<file path="config.mk">
export PLATFORM = sky130hd
export DESIGN_NAME = tctt_comp
export DESIGN_NICKNAME = d
export VERILOG_FILES = /design/src/thermocouple_code_to_temperature_top_defines.svh /design/src/tctt_pkg.sv /design/src/tctt_comp.sv
export SDC_FILE = /design/constraint.sdc
export NUM_CORES = 1
export LEC_CHECK = 0
export ABC_AREA = 0
export BUFFER_PORTS_ARGS = -buffer_cell sky130_fd_sc_hd__clkbuf_2
export CAP_MARGIN = 10
export CORE_MARGIN = 2
export CORE_UTILIZATION = 50
export CTS_CLUSTER_SIZE = 40
export DETAILED_ROUTE_END_ITERATION = 16
export GPL_ROUTABILITY_DRIVEN = 0
export PLACE_DENSITY = 0.78
export SYNTH_ARGS = -nofsm -noshare
export SYNTH_HDL_FRONTEND = slang
export SYNTH_SLANG_ARGS = --single-unit
</file>
<file path="constraint.sdc">
create_clock -name i_clk -period 3.3 [get_ports i_clk]
set_input_delay 0.33 -clock i_clk [delete_from_list [all_inputs] [get_ports i_clk]]
set_output_delay 0.33 -clock i_clk [all_outputs]
set_load 0.05 [all_outputs]
</file>
<file path="src/thermocouple_code_to_temperature_top_defines.svh">
// ----------------------------------------------------------------------------
// Thermocouple converter assertion macros
// Concurrent assertion wrappers; empty when SYNTHESIS is defined.
// ----------------------------------------------------------------------------
`ifndef THERMOCOUPLE_CODE_TO_TEMPERATURE_TOP_DEFINES_SVH
`define THERMOCOUPLE_CODE_TO_TEMPERATURE_TOP_DEFINES_SVH

`ifndef SYNTHESIS

// checked outside reset only
`define TCTT_ASSERT(lbl, clk, rstn, prop) \
    lbl: assert property (@(posedge clk) disable iff (!rstn) prop) \
        else $error("tctt assertion failed");

// checked on every edge, reset included
`define TCTT_ASSERT_ALWAYS(lbl, clk, prop) \
    lbl: assert property (@(posedge clk) prop) \
        else $error("tctt assertion failed");

`else

`define TCTT_ASSERT(lbl, clk, rstn, prop)
`define TCTT_ASSERT_ALWAYS(lbl, clk, prop)

`endif

`endif

</file>
<file path="src/tctt_pkg.sv">
// ----------------------------------------------------------------------------
// tctt_pkg
// Widths, constants, stage payload types and the reciprocal slope function.
// ----------------------------------------------------------------------------
`default_nettype none

package tctt_pkg;

    localparam int ADC_BITS = 12;
    localparam int CJ_W     = 9;
    localparam int TEMP_W   = 11;
    localparam int CHAN_W   = 2;
    localparam int TYPE_W   = 2;

    localparam logic [TYPE_W-1:0] TYPE_K = 2'd0;
    localparam logic [TYPE_W-1:0] TYPE_J = 2'd1;

    localparam int OFFSET_K  = 510;
    localparam int OFFSET_J  = 515;
    localparam int SPAN_LO   = 550;
    localparam int SPAN_HI_K = 2100;
    localparam int SPAN_HI_J = 2500;
    localparam int SPAN_K    = SPAN_HI_K - SPAN_LO;
    localparam int SPAN_J    = SPAN_HI_J - SPAN_LO;

    localparam int K_ENTRIES = SPAN_K + 1;
    localparam int J_ENTRIES = SPAN_J + 1;
    localparam int ROM_DEPTH = K_ENTRIES + J_ENTRIES;
    localparam int ROM_AW    = $clog2(ROM_DEPTH);

    // 1/slope in Q0.16, largest value about 65536/4.69
    localparam int RECIP_W  = 14;
    localparam int RECIP_FB = 16;
    localparam int MAG_W    = ADC_BITS;
    localparam int PROD_W   = MAG_W + RECIP_W;
    localparam int Q_W      = PROD_W - RECIP_FB;

    localparam int SUM_A = (Q_W + 2 > CJ_W + 1) ? Q_W + 2 : CJ_W + 1;
    localparam int SUM_W = (SUM_A > TEMP_W + 1) ? SUM_A : TEMP_W + 1;

    localparam int TEMP_MAX = 2 ** (TEMP_W - 1) - 1;
    localparam int TEMP_MIN = -(2 ** (TEMP_W - 1));

    typedef struct packed {
        logic              neg;
        logic [MAG_W-1:0]  mag;
        logic [CJ_W-1:0]   cj;
        logic [CHAN_W-1:0] chan;
        logic              ok;
    } t_s1;

    typedef struct packed {
        logic              neg;
        logic [Q_W-1:0]    q;
        logic [CJ_W-1:0]   cj;
        logic [CHAN_W-1:0] chan;
        logic              ok;
    } t_s2;

    typedef struct packed {
        logic [TEMP_W-1:0] temperature;
        logic [CHAN_W-1:0] chan;
        logic              ok;
    } t_res;

    function automatic logic [RECIP_W-1:0] recip_slope(input int unsigned code,
                                                       input bit is_j);
        longint unsigned e;
        longint unsigned n;
        longint unsigned u30;
        longint unsigned p30;
        longint unsigned s;
        longint unsigned q1;
        longint unsigned rem;
        longint unsigned x60;
        longint unsigned u2;
        longint unsigned r;
        longint unsigned t;
        longint unsigned b;
        longint unsigned num;
        longint unsigned rec;
        e = is_j ? longint'(SPAN_HI_J) : longint'(SPAN_HI_K);
        n = (code >= e) ? 64'd0 : e - code;
        if (is_j) begin
            if (n > SPAN_J) n = SPAN_J;
            u30 = (n << 30) / SPAN_J;
            r = 0;
            for (b = 64'd32768; b != 0; b = b >> 1) begin
                t = r | b;
                if (t * t <= u30) r = t;
            end
            p30 = (u30 * r) >> 15;
            s = (64'd630 << 30) - 64'd50 * p30;
        end else begin
            if (n > SPAN_K) n = SPAN_K;
            u30 = (n << 30) / SPAN_K;
            q1  = u30;
            rem = (n << 30) % SPAN_K;
            x60 = (q1 << 30) + ((rem << 30) / SPAN_K);
            u2  = (u30 * u30) >> 30;
            r = 0;
            for (b = 64'd4096; b != 0; b = b >> 1) begin
                t = r | b;
                if (t * t * t * t * t <= x60) r = t;
            end
            p30 = (u2 * r) >> 12;
            s = (64'd469 << 30) + 64'd41 * p30;
        end
        // round-half-up quotient by bitwise search
        num = (64'd6553600 << 30) + (s >> 1);
        rec = 0;
        for (b = 64'd1 << RECIP_FB; b != 0; b = b >> 1) begin
            t = rec | b;
            if (t * s <= num) rec = t;
        end
        return RECIP_W'(rec);
    endfunction

endpackage

`default_nettype wire

</file>
<file path="src/tctt_comp.sv">
// ----------------------------------------------------------------------------
// tctt_comp
// Applies sign, adds cold junction, saturates; holds the output register.
// ----------------------------------------------------------------------------
`default_nettype none

module tctt_comp (
    input  wire logic          i_clk,
    input  wire logic          i_en,
    input  wire tctt_pkg::t_s2 i_s2,
    output tctt_pkg::t_res     o_res
);

    localparam int SW = tctt_pkg::SUM_W;
    localparam logic signed [SW-1:0] SAT_HI = SW'(tctt_pkg::TEMP_MAX);
    localparam logic signed [SW-1:0] SAT_LO = SW'(tctt_pkg::TEMP_MIN);

    logic signed [SW-1:0] mag_ext;
    logic signed [SW-1:0] delta;
    logic signed [SW-1:0] cj_ext;
    logic signed [SW-1:0] sum;
    logic signed [SW-1:0] sat;
    tctt_pkg::t_res       n_res;
    tctt_pkg::t_res       r_res;

    always_comb begin
        mag_ext = $signed({{(SW - tctt_pkg::Q_W){1'b0}}, i_s2.q});
        delta   = i_s2.neg ? -mag_ext : mag_ext;
        cj_ext  = $signed({{(SW - tctt_pkg::CJ_W){i_s2.cj[tctt_pkg::CJ_W-1]}}, i_s2.cj});
        sum     = delta + cj_ext;
        if (sum > SAT_HI) begin
            sat = SAT_HI;
        end else if (sum < SAT_LO) begin
            sat = SAT_LO;
        end else begin
            sat = sum;
        end
        n_res.temperature = i_s2.ok ? sat[tctt_pkg::TEMP_W-1:0] : '0;
        n_res.chan        = i_s2.chan;
        n_res.ok          = i_s2.ok;
    end

    always_ff @(posedge i_clk) begin
        if (i_en) begin
            r_res <= n_res;
        end
    end

    assign o_res = r_res;

endmodule

`default_nettype wire

</file>
Yosys cells after proc, flatten, opt, wreduce, memory -nomap -nowiden
Index checks and enable logic that the tools add are counted.
{"block": "op_classes", "reduce_logical": 1, "n_bitwise": 1, "n_lt_le_gt_ge": 2, "addsub": 2, "mux": 3}
{"cell": "12-bit by 9-bit adder with 12-bit output", "n": 1}
{"cell": "12-bit by 11-bit > comparator with 1-bit output, second input constant", "n": 1}
{"cell": "12-bit by 11-bit < comparator with 1-bit output, second input constant", "n": 1}
{"cell": "12-bit 2-to-1 mux", "n": 1}
{"cell": "10-bit negator with 12-bit output", "n": 1}
{"cell": "11-bit 2-to-1 mux", "n": 1}
{"cell": "10-bit 2-to-1 mux", "n": 1}
{"cell": "2-bit OR reduction", "n": 1}
{"cell": "1-bit NOT", "n": 1}
{"block": "word_totals", "out_inout_bits": 14, "ff_bits": 14, "inputBits": 25, "wordCells": 13}

Longest topological paths before layout
{"block": "depth", "ltp_word": 6, "depth_mapped": 12, "mapped_depth_nobuf": 12}

Least setup slack after synthesis
No wires, ideal clock.
{"block": "synth_path", "path_type": "input to register", "from": "input port i_s2[14] (netlist bit)", "to": "register r_res, in the netlist o_res[12] (data pin)", "n_path_buf": 0, "setup_time_ns": 0.165, "arrival_time_ns": 2.633, "path_stages": 11, "required_time_ns": 3.135, "slack_ns": 0.502, "path_cell_list": "nor4_4 -> nand2_1 -> o41ai_1 -> xnor2_1 -> ha_1 -> a21oi_1 -> and2b_2 -> a22o_2 -> a311oi_2 -> o21ai_2 -> o31ai_2"}
{"block": "synth_via", "elab_chain_cells": 6, "elab_cells_between_ends": 7, "classes_between": "add/sub (2); order compare (2); mux (3)"}
{"item": "from (decl)", "line": "tctt_comp.sv:10", "text": "input wire tctt_pkg::t_s2 i_s2,"}
{"item": "10-bit negator with 12-bit output", "line": "tctt_comp.sv:28", "text": "delta = i_s2.neg ? -mag_ext : mag_ext;"}
{"item": "12-bit 2-to-1 mux *", "line": "tctt_comp.sv:28"}
{"item": "12-bit by 9-bit adder with 12-bit output *", "line": "tctt_comp.sv:30", "text": "sum = delta + cj_ext;"}
{"item": "12-bit by 11-bit < comparator with 1-bit output", "line": "tctt_comp.sv:33", "text": "end else if (sum < SAT_LO) begin"}
{"item": "11-bit 2-to-1 mux", "line": "tctt_comp.sv:33"}
{"item": "10-bit 2-to-1 mux *", "line": "tctt_comp.sv:31", "text": "if (sum > SAT_HI) begin"}
{"item": "to (signal assigned)", "line": "tctt_comp.sv:45", "text": "r_res <= n_res;"}
{"item": "to (decl)", "line": "tctt_comp.sv:24", "text": "tctt_pkg::t_res r_res;"}
Mark *: on every way between the ends. The rest lies on a longest branch, timed or not.
A chain may end at the register's enable or synchronous reset.

Worst setup path after layout
{"block": "layout_path", "from": "input port i_s2[14] (netlist bit)", "to": "register r_res, in the netlist o_res[10] (data pin)"}
Same word-level chain as after synthesis.

==> flow_metrics.tcl <==
set metrics [dict create \
    run_status "complete, no violations" \
    rsz0062_at_grt "no" \
    io_buffers 38 \
    fin_tns_setup_ps 0 \
    ir_worst_vdd_v 0.000276 \
    place_hpwl_um 2080 \
    arrival_ps 3090 \
    ys_types 32 \
    fp.dieH_um 54.2 \
    netlist_area_um2 1260 \
    areaGrowthSynthToFinish_pct 20.8 \
    final_nets 213 \
    holdPathStages 1 \
    io_pins 39 \
    path_cells "clkbuf_2 > nor4_4 > nand2_1 > o41ai_1 > xnor2_1 > ha_1 > a21oi_1 > and2b_2 > a22o_2 > a311oi_2 > nand3_1 > o21ai_0" \
    drt_iter0_markers 19 \
    ys.flop_type "edfxtp_1" \
    first_global_vias 953 \
    hp-start "i_s2[2]" \
    slew_viol_final 0 \
    finalHoldViolations 0 \
    fin_crit_ps 2970 \
    critPathSlowestCell "ha_1" \
    vias_per_cell 5.34 \
    dieArea_um2 2940 \
    critical-path-max-stage-delay_ps 410 \
    routed_wl_um 2380 \
    synthCells 129 \
    drtPass1Iterations 4 \
    fin_ws_ps 328 \
    cts.path.max_buffers 2 \
    drcViolationCount 0 \
    layout-drive-gt1-share_pct 29.7 \
    setup_viol 0 \
    post-cts-setup-buffers 0 \
    whs_endpoint "o_res[2]" \
    crit_fanout 10 \
    antenna_found_initial 0 \
    ys_warn_count 0 \
    start_kind "input pin" \
    antenna_left 0 \
    ys_async_sr_fraction_pct 0 \
    crit_path_end_kind "register" \
    cts.reportedPaths.clkPinSlew_ps 70 \
    syn_nets 169 \
    p_leak_nw 0.679 \
    ctsResizeCount 0 \
    num_vias 1078 \
    largest_reg_flops 14 \
    start_util_pct 51.8 \
    relSlewSlack_pct 71.9 \
    avgSynthCellArea_um2 9.77 \
    crit_family "compound AO/OA/AOI/OAI gates" \
    synth_seq_cells 14 \
    cts_root_buf "clkbuf_4" \
    drv_cap 0 \
    cts_tree "built" \
    die_x_um 54.2 \
    grt_max_degree 15 \
    placedCellCount 198 \
    clock-sinks 14 \
    fmax_ghz 0.337 \
    finalNonFillerCells 202 \
    cp.required_ps 3420 \
    grt_pass1_wl_um 3890 \
    wl_per_cell_um 11.8 \
    cts.hold.buffers_added 0 \
    crit_type "input pin to register" \
    synth_sequential_area_ratio_pct 33.4 \
    fillers 220 \
    core_area_um2 2430 \
    pre_cts_slack_ps 70.5 \
    cts_buffers 3 \
    synth_edf_count 14 \
    min_path_type "input pin to register" \
    worst_pin_slew_ps 422 \
    power.density_nw_per_um2 460 \
    total_power_mw 0.701 \
    post_dp_cell_area_um2 1500 \
    diodes 0 \
    fin_crit_sh_pct 90.0 \
    num_rows 18 \
    path_buf_inv 1 \
    gr-total-overflow 0 \
    grtUsageTotal_pct 17.8 \
    final_area_um2 1520 \
    ctsHtreeMaxLevel 1 \
]
## synthesized netlist by cell type (2+ instances only)
cell | count | share of area, %
xnor2_1 | 11 | 7.6
edfxtp_1 | 14 | 33
a31oi_1 | 4 | 2.0
a21o_1 | 4 | 2.4
nand3_1 | 3 | 1.2
o21ai_0 | 18 | 7.2
nand2_1 | 9 | 2.7
inv_1 | 7 | 2.1
xor2_1 | 6 | 4.2
nand2b_1 | 2 | 0.99
a21oi_1 | 11 | 4.4
nor2_1 | 6 | 1.8
o211ai_1 | 2 | 1.2
ha_1 | 14 | 14
## through the flow
stage                     utilization [%]  hold slack (ps)
after CTS                            62.6              228
after global placement               61.5              511
final                                62.6              233
after floorplan                         -              429
after global routing                 62.6              223
after detailed placement             61.5              516
## worst max-delay path by stage
stage          startpoint        end  slack, ps  depth (start not counted)
6_report         i_s2[14]  o_res[10]        330                         12
5_1_grt          i_s2[14]   o_res[3]         10                         11
2_1_floorplan    i_s2[14]  o_res[12]        500                         11
3_5_place_dp     i_s2[14]  o_res[12]         70                         12
4_1_cts          i_s2[14]  o_res[12]        340                         12
3_3_place_gp     i_s2[14]  o_res[12]        180                         12
## area by class of cell
class / count / area, µm² / share of cell area, %
well taps: 30 / 37.5 / 2.47
clock buffers: 3 / 22.5 / 1.48
repair buffers: 39 / 198 / 13.0
inverters: 7 / 26.3 / 1.73
clock inverters: 1 / 3.75 / 0.247
multi-input cells: 108 / 813 / 53.5
flip-flops and latches: 14 / 420 / 27.6
## per-layer routing
| layer | up-vias | GRT usage, % | share of wire, % |
|---|---|---|---|
| li1 | 575 | - | - |
| met1 | 460 | 20.2 | 43 |
| met2 | 40 | 34.5 | 49 |
| met3 | 3 | 0.833 | 6.6 |
| met4 | 0 | 6.25 | 1.3 |
| met5 | - | 0 | 0 |
## logic make-up after synthesis
| logic type | share of synthesized area (%) |
|---|---|
| simple gates | 11.8 |
| compound gates | 24.5 |
| flops | 33.4 |
| buf+inv | 2.09 |
| fa+ha+maj | 15.5 |
| xor+xnor | 11.8 |
| mux | 0.894 |
## where the power goes
group / internal [mW] / switching (mW)
sequential: 0.236 / 0.00657
clock: 0.0438 / 0.0490
combinational: 0.123 / 0.243
total: 0.402 / 0.298
## cells in the final DEF, fill, tap and decap left out, types with 3 or more instances in the layout
cell type,n
edfxtp_1,14
a21o_1,4
nand3_1,3
xnor2_1,11
clkbuf_4,3
a21oi_1,11
a31oi_1,4
clkbuf_2,38
o21ai_0,18
ha_1,14
nor2_1,6
xor2_1,6
nand2_1,9
inv_1,7
Note: power is estimated with default switching activity, not from simulation.
