<file path="src/thermocouple_code_to_temperature_top_defines.svh">
// ----------------------------------------------------------------------------
// Thermocouple converter assertion macros
// Concurrent assertion wrappers; empty when SYNTHESIS is defined.
// ----------------------------------------------------------------------------
`ifndef THERMOCOUPLE_CODE_TO_TEMPERATURE_TOP_DEFINES_SVH
`define THERMOCOUPLE_CODE_TO_TEMPERATURE_TOP_DEFINES_SVH

`ifndef SYNTHESIS

// checked outside reset only
`define TCTT_ASSERT(lbl, clk, rstn, prop) \
    lbl: assert property (@(posedge clk) disable iff (!rstn) prop) \
        else $error("tctt assertion failed");

// checked on every edge, reset included
`define TCTT_ASSERT_ALWAYS(lbl, clk, prop) \
    lbl: assert property (@(posedge clk) prop) \
        else $error("tctt assertion failed");

`else

`define TCTT_ASSERT(lbl, clk, rstn, prop)
`define TCTT_ASSERT_ALWAYS(lbl, clk, prop)

`endif

`endif

</file>
<file path="src/tctt_pkg.sv">
// ----------------------------------------------------------------------------
// tctt_pkg
// Widths, constants, stage payload types and the reciprocal slope function.
// ----------------------------------------------------------------------------
`default_nettype none

package tctt_pkg;

    localparam int ADC_BITS = 12;
    localparam int CJ_W     = 9;
    localparam int TEMP_W   = 11;
    localparam int CHAN_W   = 2;
    localparam int TYPE_W   = 2;

    localparam logic [TYPE_W-1:0] TYPE_K = 2'd0;
    localparam logic [TYPE_W-1:0] TYPE_J = 2'd1;

    localparam int OFFSET_K  = 510;
    localparam int OFFSET_J  = 515;
    localparam int SPAN_LO   = 550;
    localparam int SPAN_HI_K = 2100;
    localparam int SPAN_HI_J = 2500;
    localparam int SPAN_K    = SPAN_HI_K - SPAN_LO;
    localparam int SPAN_J    = SPAN_HI_J - SPAN_LO;

    localparam int K_ENTRIES = SPAN_K + 1;
    localparam int J_ENTRIES = SPAN_J + 1;
    localparam int ROM_DEPTH = K_ENTRIES + J_ENTRIES;
    localparam int ROM_AW    = $clog2(ROM_DEPTH);

    // 1/slope in Q0.16, largest value about 65536/4.69
    localparam int RECIP_W  = 14;
    localparam int RECIP_FB = 16;
    localparam int MAG_W    = ADC_BITS;
    localparam int PROD_W   = MAG_W + RECIP_W;
    localparam int Q_W      = PROD_W - RECIP_FB;

    localparam int SUM_A = (Q_W + 2 > CJ_W + 1) ? Q_W + 2 : CJ_W + 1;
    localparam int SUM_W = (SUM_A > TEMP_W + 1) ? SUM_A : TEMP_W + 1;

    localparam int TEMP_MAX = 2 ** (TEMP_W - 1) - 1;
    localparam int TEMP_MIN = -(2 ** (TEMP_W - 1));

    typedef struct packed {
        logic              neg;
        logic [MAG_W-1:0]  mag;
        logic [CJ_W-1:0]   cj;
        logic [CHAN_W-1:0] chan;
        logic              ok;
    } t_s1;

    typedef struct packed {
        logic              neg;
        logic [Q_W-1:0]    q;
        logic [CJ_W-1:0]   cj;
        logic [CHAN_W-1:0] chan;
        logic              ok;
    } t_s2;

    typedef struct packed {
        logic [TEMP_W-1:0] temperature;
        logic [CHAN_W-1:0] chan;
        logic              ok;
    } t_res;

    function automatic logic [RECIP_W-1:0] recip_slope(input int unsigned code,
                                                       input bit is_j);
        longint unsigned e;
        longint unsigned n;
        longint unsigned u30;
        longint unsigned p30;
        longint unsigned s;
        longint unsigned q1;
        longint unsigned rem;
        longint unsigned x60;
        longint unsigned u2;
        longint unsigned r;
        longint unsigned t;
        longint unsigned b;
        longint unsigned num;
        longint unsigned rec;
        e = is_j ? longint'(SPAN_HI_J) : longint'(SPAN_HI_K);
        n = (code >= e) ? 64'd0 : e - code;
        if (is_j) begin
            if (n > SPAN_J) n = SPAN_J;
            u30 = (n << 30) / SPAN_J;
            r = 0;
            for (b = 64'd32768; b != 0; b = b >> 1) begin
                t = r | b;
                if (t * t <= u30) r = t;
            end
            p30 = (u30 * r) >> 15;
            s = (64'd630 << 30) - 64'd50 * p30;
        end else begin
            if (n > SPAN_K) n = SPAN_K;
            u30 = (n << 30) / SPAN_K;
            q1  = u30;
            rem = (n << 30) % SPAN_K;
            x60 = (q1 << 30) + ((rem << 30) / SPAN_K);
            u2  = (u30 * u30) >> 30;
            r = 0;
            for (b = 64'd4096; b != 0; b = b >> 1) begin
                t = r | b;
                if (t * t * t * t * t <= x60) r = t;
            end
            p30 = (u2 * r) >> 12;
            s = (64'd469 << 30) + 64'd41 * p30;
        end
        // round-half-up quotient by bitwise search
        num = (64'd6553600 << 30) + (s >> 1);
        rec = 0;
        for (b = 64'd1 << RECIP_FB; b != 0; b = b >> 1) begin
            t = rec | b;
            if (t * s <= num) rec = t;
        end
        return RECIP_W'(rec);
    endfunction

endpackage

`default_nettype wire

</file>
<file path="src/tctt_scale.sv">
// ----------------------------------------------------------------------------
// tctt_scale
// Multiplies the offset-free code magnitude by the reciprocal slope.
// ----------------------------------------------------------------------------
`default_nettype none

module tctt_scale (
    input  wire logic                         i_clk,
    input  wire logic                         i_en,
    input  wire logic [tctt_pkg::RECIP_W-1:0] i_recip,
    input  wire tctt_pkg::t_s1                i_s1,
    output tctt_pkg::t_s2                     o_s2
);

    logic [tctt_pkg::PROD_W-1:0] prod;
    tctt_pkg::t_s2               n_s2;
    tctt_pkg::t_s2               r_s2;

    assign prod = tctt_pkg::PROD_W'(i_s1.mag) * tctt_pkg::PROD_W'(i_recip);

    always_comb begin
        n_s2.neg  = i_s1.neg;
        n_s2.q    = prod[tctt_pkg::PROD_W-1:tctt_pkg::RECIP_FB];
        n_s2.cj   = i_s1.cj;
        n_s2.chan = i_s1.chan;
        n_s2.ok   = i_s1.ok;
    end

    always_ff @(posedge i_clk) begin
        if (i_en) begin
            r_s2 <= n_s2;
        end
    end

    assign o_s2 = r_s2;

endmodule

`default_nettype wire

</file>
<file path="config.mk">
export PLATFORM = sky130hd
export DESIGN_NAME = tctt_scale
export DESIGN_NICKNAME = d
export VERILOG_FILES = /design/src/thermocouple_code_to_temperature_top_defines.svh /design/src/tctt_pkg.sv /design/src/tctt_scale.sv
export SDC_FILE = /design/constraint.sdc
export NUM_CORES = 1
export LEC_CHECK = 0
export ABC_AREA = 1
export ABC_CLOCK_PERIOD_IN_PS = 12600
export BUFFER_PORTS_ARGS = -buffer_cell sky130_fd_sc_hd__clkbuf_2
export CAP_MARGIN = 5
export CORE_MARGIN = 4
export CORE_UTILIZATION = 60
export CTS_CLUSTER_SIZE = 30
export DETAILED_ROUTE_END_ITERATION = 6
export HOLD_SLACK_MARGIN = 0.06
export PLACE_DENSITY = 0.81
export SLEW_MARGIN = 0
export SYNTH_ARGS = -nofsm -noshare
export SYNTH_HDL_FRONTEND = slang
export SYNTH_SLANG_ARGS = --single-unit
</file>
<file path="constraint.sdc">
create_clock -name i_clk -period 12.6 [get_ports i_clk]
set_input_delay 0 -clock i_clk [delete_from_list [all_inputs] [get_ports i_clk]]
set_output_delay 0 -clock i_clk [all_outputs]
set_load 0.05 [all_outputs]
</file>
# Word level (Yosys, flattened, before mapping)
# Cells that the tools add are included.
[word_totals] mem_count=0 register_bits=23 latch_bits=0 out_inout_bits=23 word_cells=6 input_bits=41 rom_bits=0 mem_bits_rw=0
[classes] magnitude_cmp=0 n_eq_ne=0 addsub=0 n_reduce_logical=0 div_mod_pow=0 shift=0 mul=1 n_bitwise=0 mux=0
[ops] cell="multiplier 12 x 14 -> 26 bit" n=1

# Logic depth before layout (Yosys ltp)
# Gate-level depths: netlist of the first run.
[logic_depth] depth_word=1 depth_mapped=23 depth_no_buf=22

# Worst setup path after synthesis of the first run
# No wires, ideal clock.
[synth_path] path_kind="input-to-reg" from="in i_recip[13] in the netlist's numbering" to="reg r_s2 (netlist bit o_s2[21]), data pin" path_buffers=1 path_stages=18 required_ns=12.347 setup_ns=0.253 path_slack_ns=8.412 arrival_ns=3.935 cell_sequence="clkbuf_1 -> nand2_1 -> fa_1 -> inv_1 -> fa_1 -> fa_1 -> fa_1 -> inv_1 -> fa_1 -> inv_1 -> ha_1 -> a21oi_1 -> a21boi_1 -> o21ai_1 -> nand2_1 -> nand3_1 -> nand2_1 -> nand2_1"
[synth_between] elab_chain_cells=1
[synth_lines] element="start: declaration" line_no="tctt_scale.sv:10" rtl="input wire logic [tctt_pkg::RECIP_W-1:0] i_recip,"
[synth_lines] element="multiplier 12 x 14 -> 26 bit" line_no="tctt_scale.sv:19" rtl="assign prod = tctt_pkg::PROD_W'(i_s1.mag) * tctt_pkg::PROD_W'(i_recip);"
[synth_lines] element="via prod, one bit" line_no="tctt_scale.sv:15" rtl="logic [tctt_pkg::PROD_W-1:0] prod;"
[synth_lines] element="end signal: assignment" line_no="tctt_scale.sv:31" rtl="r_s2 <= n_s2;"
[synth_lines] element="end: declaration" line_no="tctt_scale.sv:17" rtl="tctt_pkg::t_s2 r_s2;"
# The timed path passes the listed nets, and every way through them passes these cells.
# A chain may end at the register's enable or synchronous reset.

# Final worst setup path of the first run
[layout_path] from="in i_s1[18] in the netlist's numbering" to="reg r_s2 (netlist bit o_s2[17]), data pin"
[layout_between] elab_chain_cells=1
[layout_lines] element="start: declaration" line_no="tctt_scale.sv:11" rtl="input wire tctt_pkg::t_s1 i_s1,"
[layout_lines] element="multiplier 12 x 14 -> 26 bit" line_no="tctt_scale.sv:19"
[layout_lines] element="via prod, one bit" line_no="tctt_scale.sv:15"
# The timed path passes the listed nets, and every way through them passes these cells.

==> run summary, run 1 <==
Logic synthesis
* proportion of synthesized chip area in sequential cells: 11.0%
* number of flip-flops and latches in the synthesized netlist: 23
* count of warnings emitted by yosys: 0
* Distinct cells, synth: 26
* synthesized area: 0.00626 mm^2
* cell types occupying the most area after synthesis: sky130_fd_sc_hd__fa_1 38%, sky130_fd_sc_hd__inv_1 14%, sky130_fd_sc_hd__nand2_1 14%
* Syn Nets: 1025
* average footprint of a synthesized cell: 7.77 um^2
* cell count after synthesis: 805
* area fraction of the dominant cell type after synthesis: 38.1%
* dominant cell type by area after synthesis: sky130_fd_sc_hd__fa_1

Pwr
* power density of the placed cells: 216 mW/mm^2
* switching component of the power: 0.856 mW
* relative contribution of combinational cells to total power: 87.5%
* Cell Int Power: 0.616 mW
* share of power burned in registers: 9.5%
* Worst IR Drop VDD: 0.189 mV
* switching power as a share of total power: 58.1%
* total leakage power: 4.10 nW
* part of the total power dissipated in the clock network: 2.9%

Clocking
* Resized Gates After CTS: 0
* clock tree from TritonCTS: built
* clock tree root buffer cell: sky130_fd_sc_hd__clkbuf_8
* clock-pin transition on the worst setup and hold timing paths: 0.07 ns
* number of buffers inserted during clock tree synthesis: 3
* clock sink total: 23
* Longest Clk Path Bufs: 2
* H-tree levels: 1

Drt
* drt total wl: 13400 um
* DRC violation count after routing: 0
* WL/cell: 13.5 um
* antenna violation net count after detailed routing: 0
* vias per cell: 5.09
* Detailed Routing Iterations Pass 1: 5
* number of vias after detailed routing: 5066
* 1st-iter DRT viols: 327

Timing
* transition at the pin with the smallest max-transition slack: 0.565 ns
* final number of setup-violating endpoints: 0
* Max Clock Freq: 228 MHz
* final number of hold-violating endpoints: 0
* Hold WS: 0.367 ns
* TNS Setup: 0 ns
* number of max-slew violations in the final report: 0
* final critical-path required period: 4.38 ns
* unrepaired setup endpoints after global routing: false
* final worst-path setup slack: 8.22 ns
* final critical-path share of the clock period: 34.8%
* relative slew slack: 62.4%

Global routing
* sum of overflow across all layers after global routing: 0
* GRT Total Usage: 24.0%
* largest net degree at the start of global routing: 24
* initial antenna violation count: 0
* vias in the first global route: 5226
* wire length of the first global-routing pass: 23100 um

Layout
* share of cells above drive strength 1: 8.38%
* antenna cells: 0
* flip-flop count of the largest register, all copies and words added: 23
* post-route insts no fill: 995
* Final #Nets: 1080
* Area growth, synth to finish: 9.00%
* most common cell after layout, fill and taps aside: sky130_fd_sc_hd__inv_1
* Layout Utilization: 66.7%
* most frequent cells in the layout: 239 x sky130_fd_sc_hd__inv_1, 234 x sky130_fd_sc_hd__nand2_1, 119 x sky130_fd_sc_hd__fa_1

Critical path
* Worst EP required: 12.62 ns
* startpoint class of the critical path: primary input
* Crit path largest cell delay: 0.53 ns
* crit path capture: o_s2[17]$_DFFE_PP_
* worst path bufs/invs: 6
* crit path max-delay cell type: sky130_fd_sc_hd__fa_1
* critical-path cell list: clkbuf_2, nand2_1, inv_1, fa_1, inv_1, fa_1, inv_1, fa_1, fa_1, inv_1, fa_1, inv_1, ha_1, a21oi_1, a21boi_1, o21a_1, nand3_1, nand2_1, nand2_1
* Worst setup startpoint: i_s1[18]
* Stages on worst setup path: 19
* largest delay contributor family on the critical path: adder cells
* endpoint kind of the worst setup timing path: flop
* worst-path fanout max: 14
* worst setup path category: in2reg
* WP data arrival: 4.40 ns

Flow run
* number of max-cap violations: 0

Floorplan
* Placement Rows: 37
* starting utilization of the core area: 61.2%
* I/O pin total: 64
* Die Span Y: 110 um
* area of the die: 0.0121 mm^2
* placeable core region: 0.0102 mm^2
* width of the chip: 110 um

Placement
* total half-perimeter wirelength after legalization and detailed placement: 11400 um
* input/output buffers: 63
* DP Cell Count: 978
* pre-CTS setup slack: 7.95 ns
* placer congestion estimate: 0.886

Status
* run status: complete, no violations

Worst hold path
* type of the worst min-delay path: in2reg

metrics by stage:
stage	power [mW]	instance area, um^2
3_3_place_gp	1.40	6650
4_1_cts	1.47	6820
5_1_grt	1.67	6820
3_5_place_dp	1.42	6650
6_report	1.47	6820
2_1_floorplan	1.12	6260
logic make-up (layout without fill, tap and decap cells):
kind of cell	after synthesis	count (layout)	share of synthesized area, %
DFF	23	23	11.0
buffers and inverters	267	321	16.0
adders and majority gates	179	179	50.1
and+or+nand+nor	291	291	18.5
xor gates and xnor gates	6	6	0.840
AOI/OAI and AO/OA	39	39	3.58
worst min path at each step:
stage | startpoint | to | slack [ns] | cells past startpoint
2_1_floorplan | i_s1[0] | o_s2[0]$_DFFE_PP_ | 0.1 | 0
3_3_place_gp | i_s1[9] | o_s2[9]$_DFFE_PP_ | 0.18 | 1
3_5_place_dp | i_s1[4] | o_s2[4]$_DFFE_PP_ | 0.18 | 1
4_1_cts | i_en | o_s2[0]$_DFFE_PP_ | 0.37 | 1
5_1_grt | i_en | o_s2[21]$_DFFE_PP_ | 0.37 | 1
6_report | i_en | o_s2[0]$_DFFE_PP_ | 0.37 | 1
power by group through the flow:
| stage | sequential [mW] | clock, mW | combinational [mW] |
|---|---|---|---|
| after CTS | 0.140 | 0.0443 | 1.29 |
| final | 0.140 | 0.0432 | 1.29 |
| after global placement | 0.141 | 0 | 1.26 |
| after global routing | 0.142 | 0.0483 | 1.48 |
| after detailed placement | 0.142 | 0 | 1.27 |
| after floorplan | 0.209 | 0 | 0.916 |
routing by layer:
| layer | up-vias | track usage (%) | share of wire, % |
|---|---|---|---|
| met2 | 169 | 45.5 | 54 |
| li1 | 2424 | - | - |
| met3 | 26 | 1.86 | 5.3 |
| met4 | 0 | 3.17 | 1.1 |
| met1 | 2447 | 30.7 | 39 |
| met5 | - | 0 | 0 |
synth_stat cells:
cell type and n:
sky130_fd_sc_hd__inv_1 239, sky130_fd_sc_hd__a21oi_1 19, sky130_fd_sc_hd__nor2_2 1, sky130_fd_sc_hd__inv_2 1, sky130_fd_sc_hd__a21o_1 3, sky130_fd_sc_hd__a31oi_1 1, sky130_fd_sc_hd__clkbuf_1 26, sky130_fd_sc_hd__xor2_1 2
sky130_fd_sc_hd__nor3_1 3, sky130_fd_sc_hd__nand2_1 234, sky130_fd_sc_hd__xnor2_1 4, sky130_fd_sc_hd__nand4_1 7, sky130_fd_sc_hd__o21a_1 2, sky130_fd_sc_hd__nor2_1 25, sky130_fd_sc_hd__ha_1 60, sky130_fd_sc_hd__a21boi_1 2
sky130_fd_sc_hd__nand3_1 16, sky130_fd_sc_hd__o21ai_0 4, sky130_fd_sc_hd__nand2_2 3, sky130_fd_sc_hd__nor4_1 1, sky130_fd_sc_hd__o21bai_1 4, sky130_fd_sc_hd__fa_1 119, sky130_fd_sc_hd__edfxtp_1 23, sky130_fd_sc_hd__nor4_2 1
sky130_fd_sc_hd__o21ai_1 4, sky130_fd_sc_hd__clkinv_1 1
final cells by class:
type	count	area, um^2
clock buffers	4	45.0
fillers	859	3410
inverters	241	905
multi-input cells	515	4560
flip-flops and latches	23	691
well taps	136	170
repair buffers	76	445
repair_timing:
action | 4_1_cts | 5_1_grt
hold buffers | 13 | 0
endpoints found under the hold margin | 13 | 0
setup buffers | 0 | 0
No activity file was read; power rests on OpenSTA's default activity.
==> inputs of run 2 (changes only) <==
--- a/config.mk
+++ b/config.mk
@@ -6,7 +6,7 @@
 export NUM_CORES = 1
 export LEC_CHECK = 0
 export ABC_AREA = 1
-export ABC_CLOCK_PERIOD_IN_PS = 12600
+export ABC_CLOCK_PERIOD_IN_PS = 4300
 export BUFFER_PORTS_ARGS = -buffer_cell sky130_fd_sc_hd__clkbuf_2
 export CAP_MARGIN = 5
 export CORE_MARGIN = 4
==> constraint.sdc (replaced) <==
create_clock -name i_clk -period 4.3 [get_ports i_clk]
set_input_delay 0 -clock i_clk [delete_from_list [all_inputs] [get_ports i_clk]]
set_output_delay 0 -clock i_clk [all_outputs]
set_load 0.05 [all_outputs]
==> run summary, run 2 (synthesized netlist as in run 1, its figures left out) <==
Floorplan
* I/O pin total: 64, unchanged
* placeable core region: 0.0102 mm^2, unchanged
* width of the chip: 110 um, unchanged
* area of the die: 0.0121 mm^2, unchanged
* Die Span Y: 110 um, unchanged
* Placement Rows: 37, unchanged
* starting utilization of the core area: 61.2%, unchanged

Drt
* antenna violation net count after detailed routing: 0, unchanged
* DRC violation count after routing: 0, unchanged
* Detailed Routing Iterations Pass 1: 5, unchanged
* drt total wl: 13900 um, was 13400 um
* vias per cell: 5.04, was 5.09
* number of vias after detailed routing: 5277, was 5066
* WL/cell: 13.3 um, was 13.5 um
* 1st-iter DRT viols: 321, was 327

Clocking
* clock sink total: 23, unchanged
* clock tree from TritonCTS: built, unchanged
* clock-pin transition on the worst setup and hold timing paths: 0.08 ns, was 0.07 ns
* clock tree root buffer cell: sky130_fd_sc_hd__clkbuf_8, unchanged
* H-tree levels: 1, unchanged
* number of buffers inserted during clock tree synthesis: 3, unchanged
* Longest Clk Path Bufs: 2, unchanged

Placement
* placer congestion estimate: 0.931, was 0.886
* pre-CTS setup slack: -0.137 ns, was 7.95 ns
* total half-perimeter wirelength after legalization and detailed placement: 12000 um, was 11400 um
* Post-DP Area: 0.00704 mm^2, was 0.00665 mm^2
* input/output buffers: 63, unchanged

Pwr
* Worst IR Drop VDD: 0.566 mV, was 0.189 mV
* total leakage power: 4.36 nW, was 4.10 nW
* part of the total power dissipated in the clock network: 2.6%, was 2.9%
* switching component of the power: 2.72 mW, was 0.856 mW
* switching power as a share of total power: 55.3%, was 58.1%
* power density of the placed cells: 672 mW/mm^2, was 216 mW/mm^2
* relative contribution of combinational cells to total power: 89.1%, was 87.5%
* share of power burned in registers: 8.3%, was 9.5%
* Cell Int Power: 2.19 mW, was 0.616 mW

Layout
* post-route cell area: 0.00731 mm^2, was 0.00682 mm^2
* most common cell after layout, fill and taps aside: sky130_fd_sc_hd__inv_1, unchanged
* flip-flop count of the largest register, all copies and words added: 23, unchanged
* fillcell total: 796, was 859
* most frequent cells in the layout: 239 x sky130_fd_sc_hd__inv_1, 234 x sky130_fd_sc_hd__nand2_1, 119 x sky130_fd_sc_hd__fa_1, unchanged
* antenna cells: 0, unchanged
* Layout Utilization: 71.4%, was 66.7%
* Final #Nets: 1131, was 1080
* share of cells above drive strength 1: 15.2%, was 8.38%
* Area growth, synth to finish: 16.8%, was 9.00%

Global routing
* vias in the first global route: 5434, was 5226
* initial antenna violation count: 0, unchanged
* largest net degree at the start of global routing: 24, unchanged
* sum of overflow across all layers after global routing: 0, unchanged
* GRT Total Usage: 24.5%, was 24.0%
* wire length of the first global-routing pass: 23700 um, was 23100 um

Timing
* relative slew slack: 63.7%, was 62.4%
* transition at the pin with the smallest max-transition slack: 0.545 ns, was 0.565 ns
* final number of hold-violating endpoints: 0, unchanged
* final number of setup-violating endpoints: 0, unchanged
* final critical-path required period: 4.10 ns
* Max Clock Freq: 244 MHz
* TNS Setup: 0 ns, unchanged
* final worst-path setup slack: 0.198 ns, was 8.22 ns
* final critical-path share of the clock period: 95.4%
* number of max-slew violations in the final report: 0, unchanged

Critical path
* Crit path largest cell delay: 0.56 ns, was 0.53 ns
* worst setup path category: in2reg, unchanged
* worst-path fanout max: 9, was 14
* crit path max-delay cell type: sky130_fd_sc_hd__fa_1, unchanged
* WP data arrival: 4.11 ns, was 4.40 ns
* endpoint kind of the worst setup timing path: flop, unchanged
* cell occurring most often along the worst timing path: sky130_fd_sc_hd__fa_1
* critical-path cell list: buf_2, nand2_1, fa_1, inv_1, fa_1, fa_1, fa_1, inv_1, fa_1, inv_1, ha_1, nand2_1, nor2_1, inv_1, o21ai_1, nand2_1, nand4_1, nand2_1, was clkbuf_2, nand2_1, inv_1, fa_1, inv_1, fa_1, inv_1, fa_1, fa_1, inv_1, fa_1, inv_1, ha_1, a21oi_1, a21boi_1, o21a_1, nand3_1, nand2_1, nand2_1
* startpoint class of the critical path: primary input, unchanged
* Worst EP required: 4.30 ns, was 12.62 ns

Worst hold path
* type of the worst min-delay path: in2reg, unchanged

Flow run
* number of max-cap violations: 0, unchanged

Status
* run status: complete, no violations, unchanged

[run 2: cell types whose count changed in the layout (fill, tap and decap cells not counted), moves of 2 or more]
| cell | change |
|---|---|
| sky130_fd_sc_hd__a21oi_2 | +6 |
| sky130_fd_sc_hd__nor2_2 | +2 |
| sky130_fd_sc_hd__o21ai_0 | -2 |
| sky130_fd_sc_hd__ha_4 | +3 |
| sky130_fd_sc_hd__ha_1 | -3 |
| sky130_fd_sc_hd__buf_2 | +2 |
| sky130_fd_sc_hd__clkbuf_2 | -6 |
| sky130_fd_sc_hd__buf_4 | +50 |
| sky130_fd_sc_hd__nor2_1 | -2 |
| sky130_fd_sc_hd__clkbuf_4 | +4 |
| sky130_fd_sc_hd__a21oi_1 | -6 |
| sky130_fd_sc_hd__o21ai_1 | +2 |
[run 2: stage by stage]
step | power, mW | hold WS, ns | instances
floorplan | 3.29 | 0.0989 | 805
global placement | 4.33 | 0.177 | 1029
detailed placement | 4.41 | 0.179 | 1029
CTS | 4.57 | 0.351 | 1046
global route | 5.50 | 0.375 | 1046
finish | 4.91 | 0.351 | 1046
[run 2: metal layers]
layer | GRT usage, % | routed length (um) | up-vias
met3 | 2.27 | 618 | 16
li1 | - | - | 2533
met4 | 2.99 | 155 | 0
met5 | 0 | 0 | -
met2 | 46.6 | 7630 | 162
met1 | 31.0 | 5530 | 2566
[run 2: repair_timing]
action                     CTS  global route
hold buffers                13             0
setup endpoints to repair    0             9
setup buffers                0             0
gates resized for setup      0            26
hold endpoints to repair    13             0
[run 2: cell type report]
cell class	count	area, um^2	share of cell area [%]
Multi-Input combinational cell	515	4640	63.6
Sequential cell	23	691	9.45
Clock buffer	3	41.3	0.565
Clock inverter	1	5.00	0.0685
Inverter	241	905	12.4
Timing Repair Buffer	127	851	11.6
Tap cell	136	170	2.33
[run 2: worst max-delay path, delay by kind of cell]
| kind | cells | cell delay [ns] |
|---|---|---|
| adders and majority gates | 6 | 2.85 |
| and+or+nand+nor | 6 | 0.69 |
| buffers and inverters | 5 | 0.42 |
| AOI/OAI and AO/OA | 1 | 0.14 |
[run 2: path summary, 6_finish.rpt]
check                 startpoint            endpoint  slack [ns]  cells after the start
worst max-delay path  i_recip[7]  o_s2[19]$_DFFE_PP_        0.20                     18
worst min-delay path        i_en   o_s2[8]$_DFFE_PP_        0.35                      1
[run 2: power groups by stage]
stage	Clock [mW]	Combinational, mW	Sequential (mW)
2_1_floorplan	0	2.68	0.611
4_1_cts	0.129	4.04	0.410
6_report	0.127	4.37	0.409
3_3_place_gp	0	3.92	0.412
5_1_grt	0.139	4.94	0.413
3_5_place_dp	0	4.00	0.413
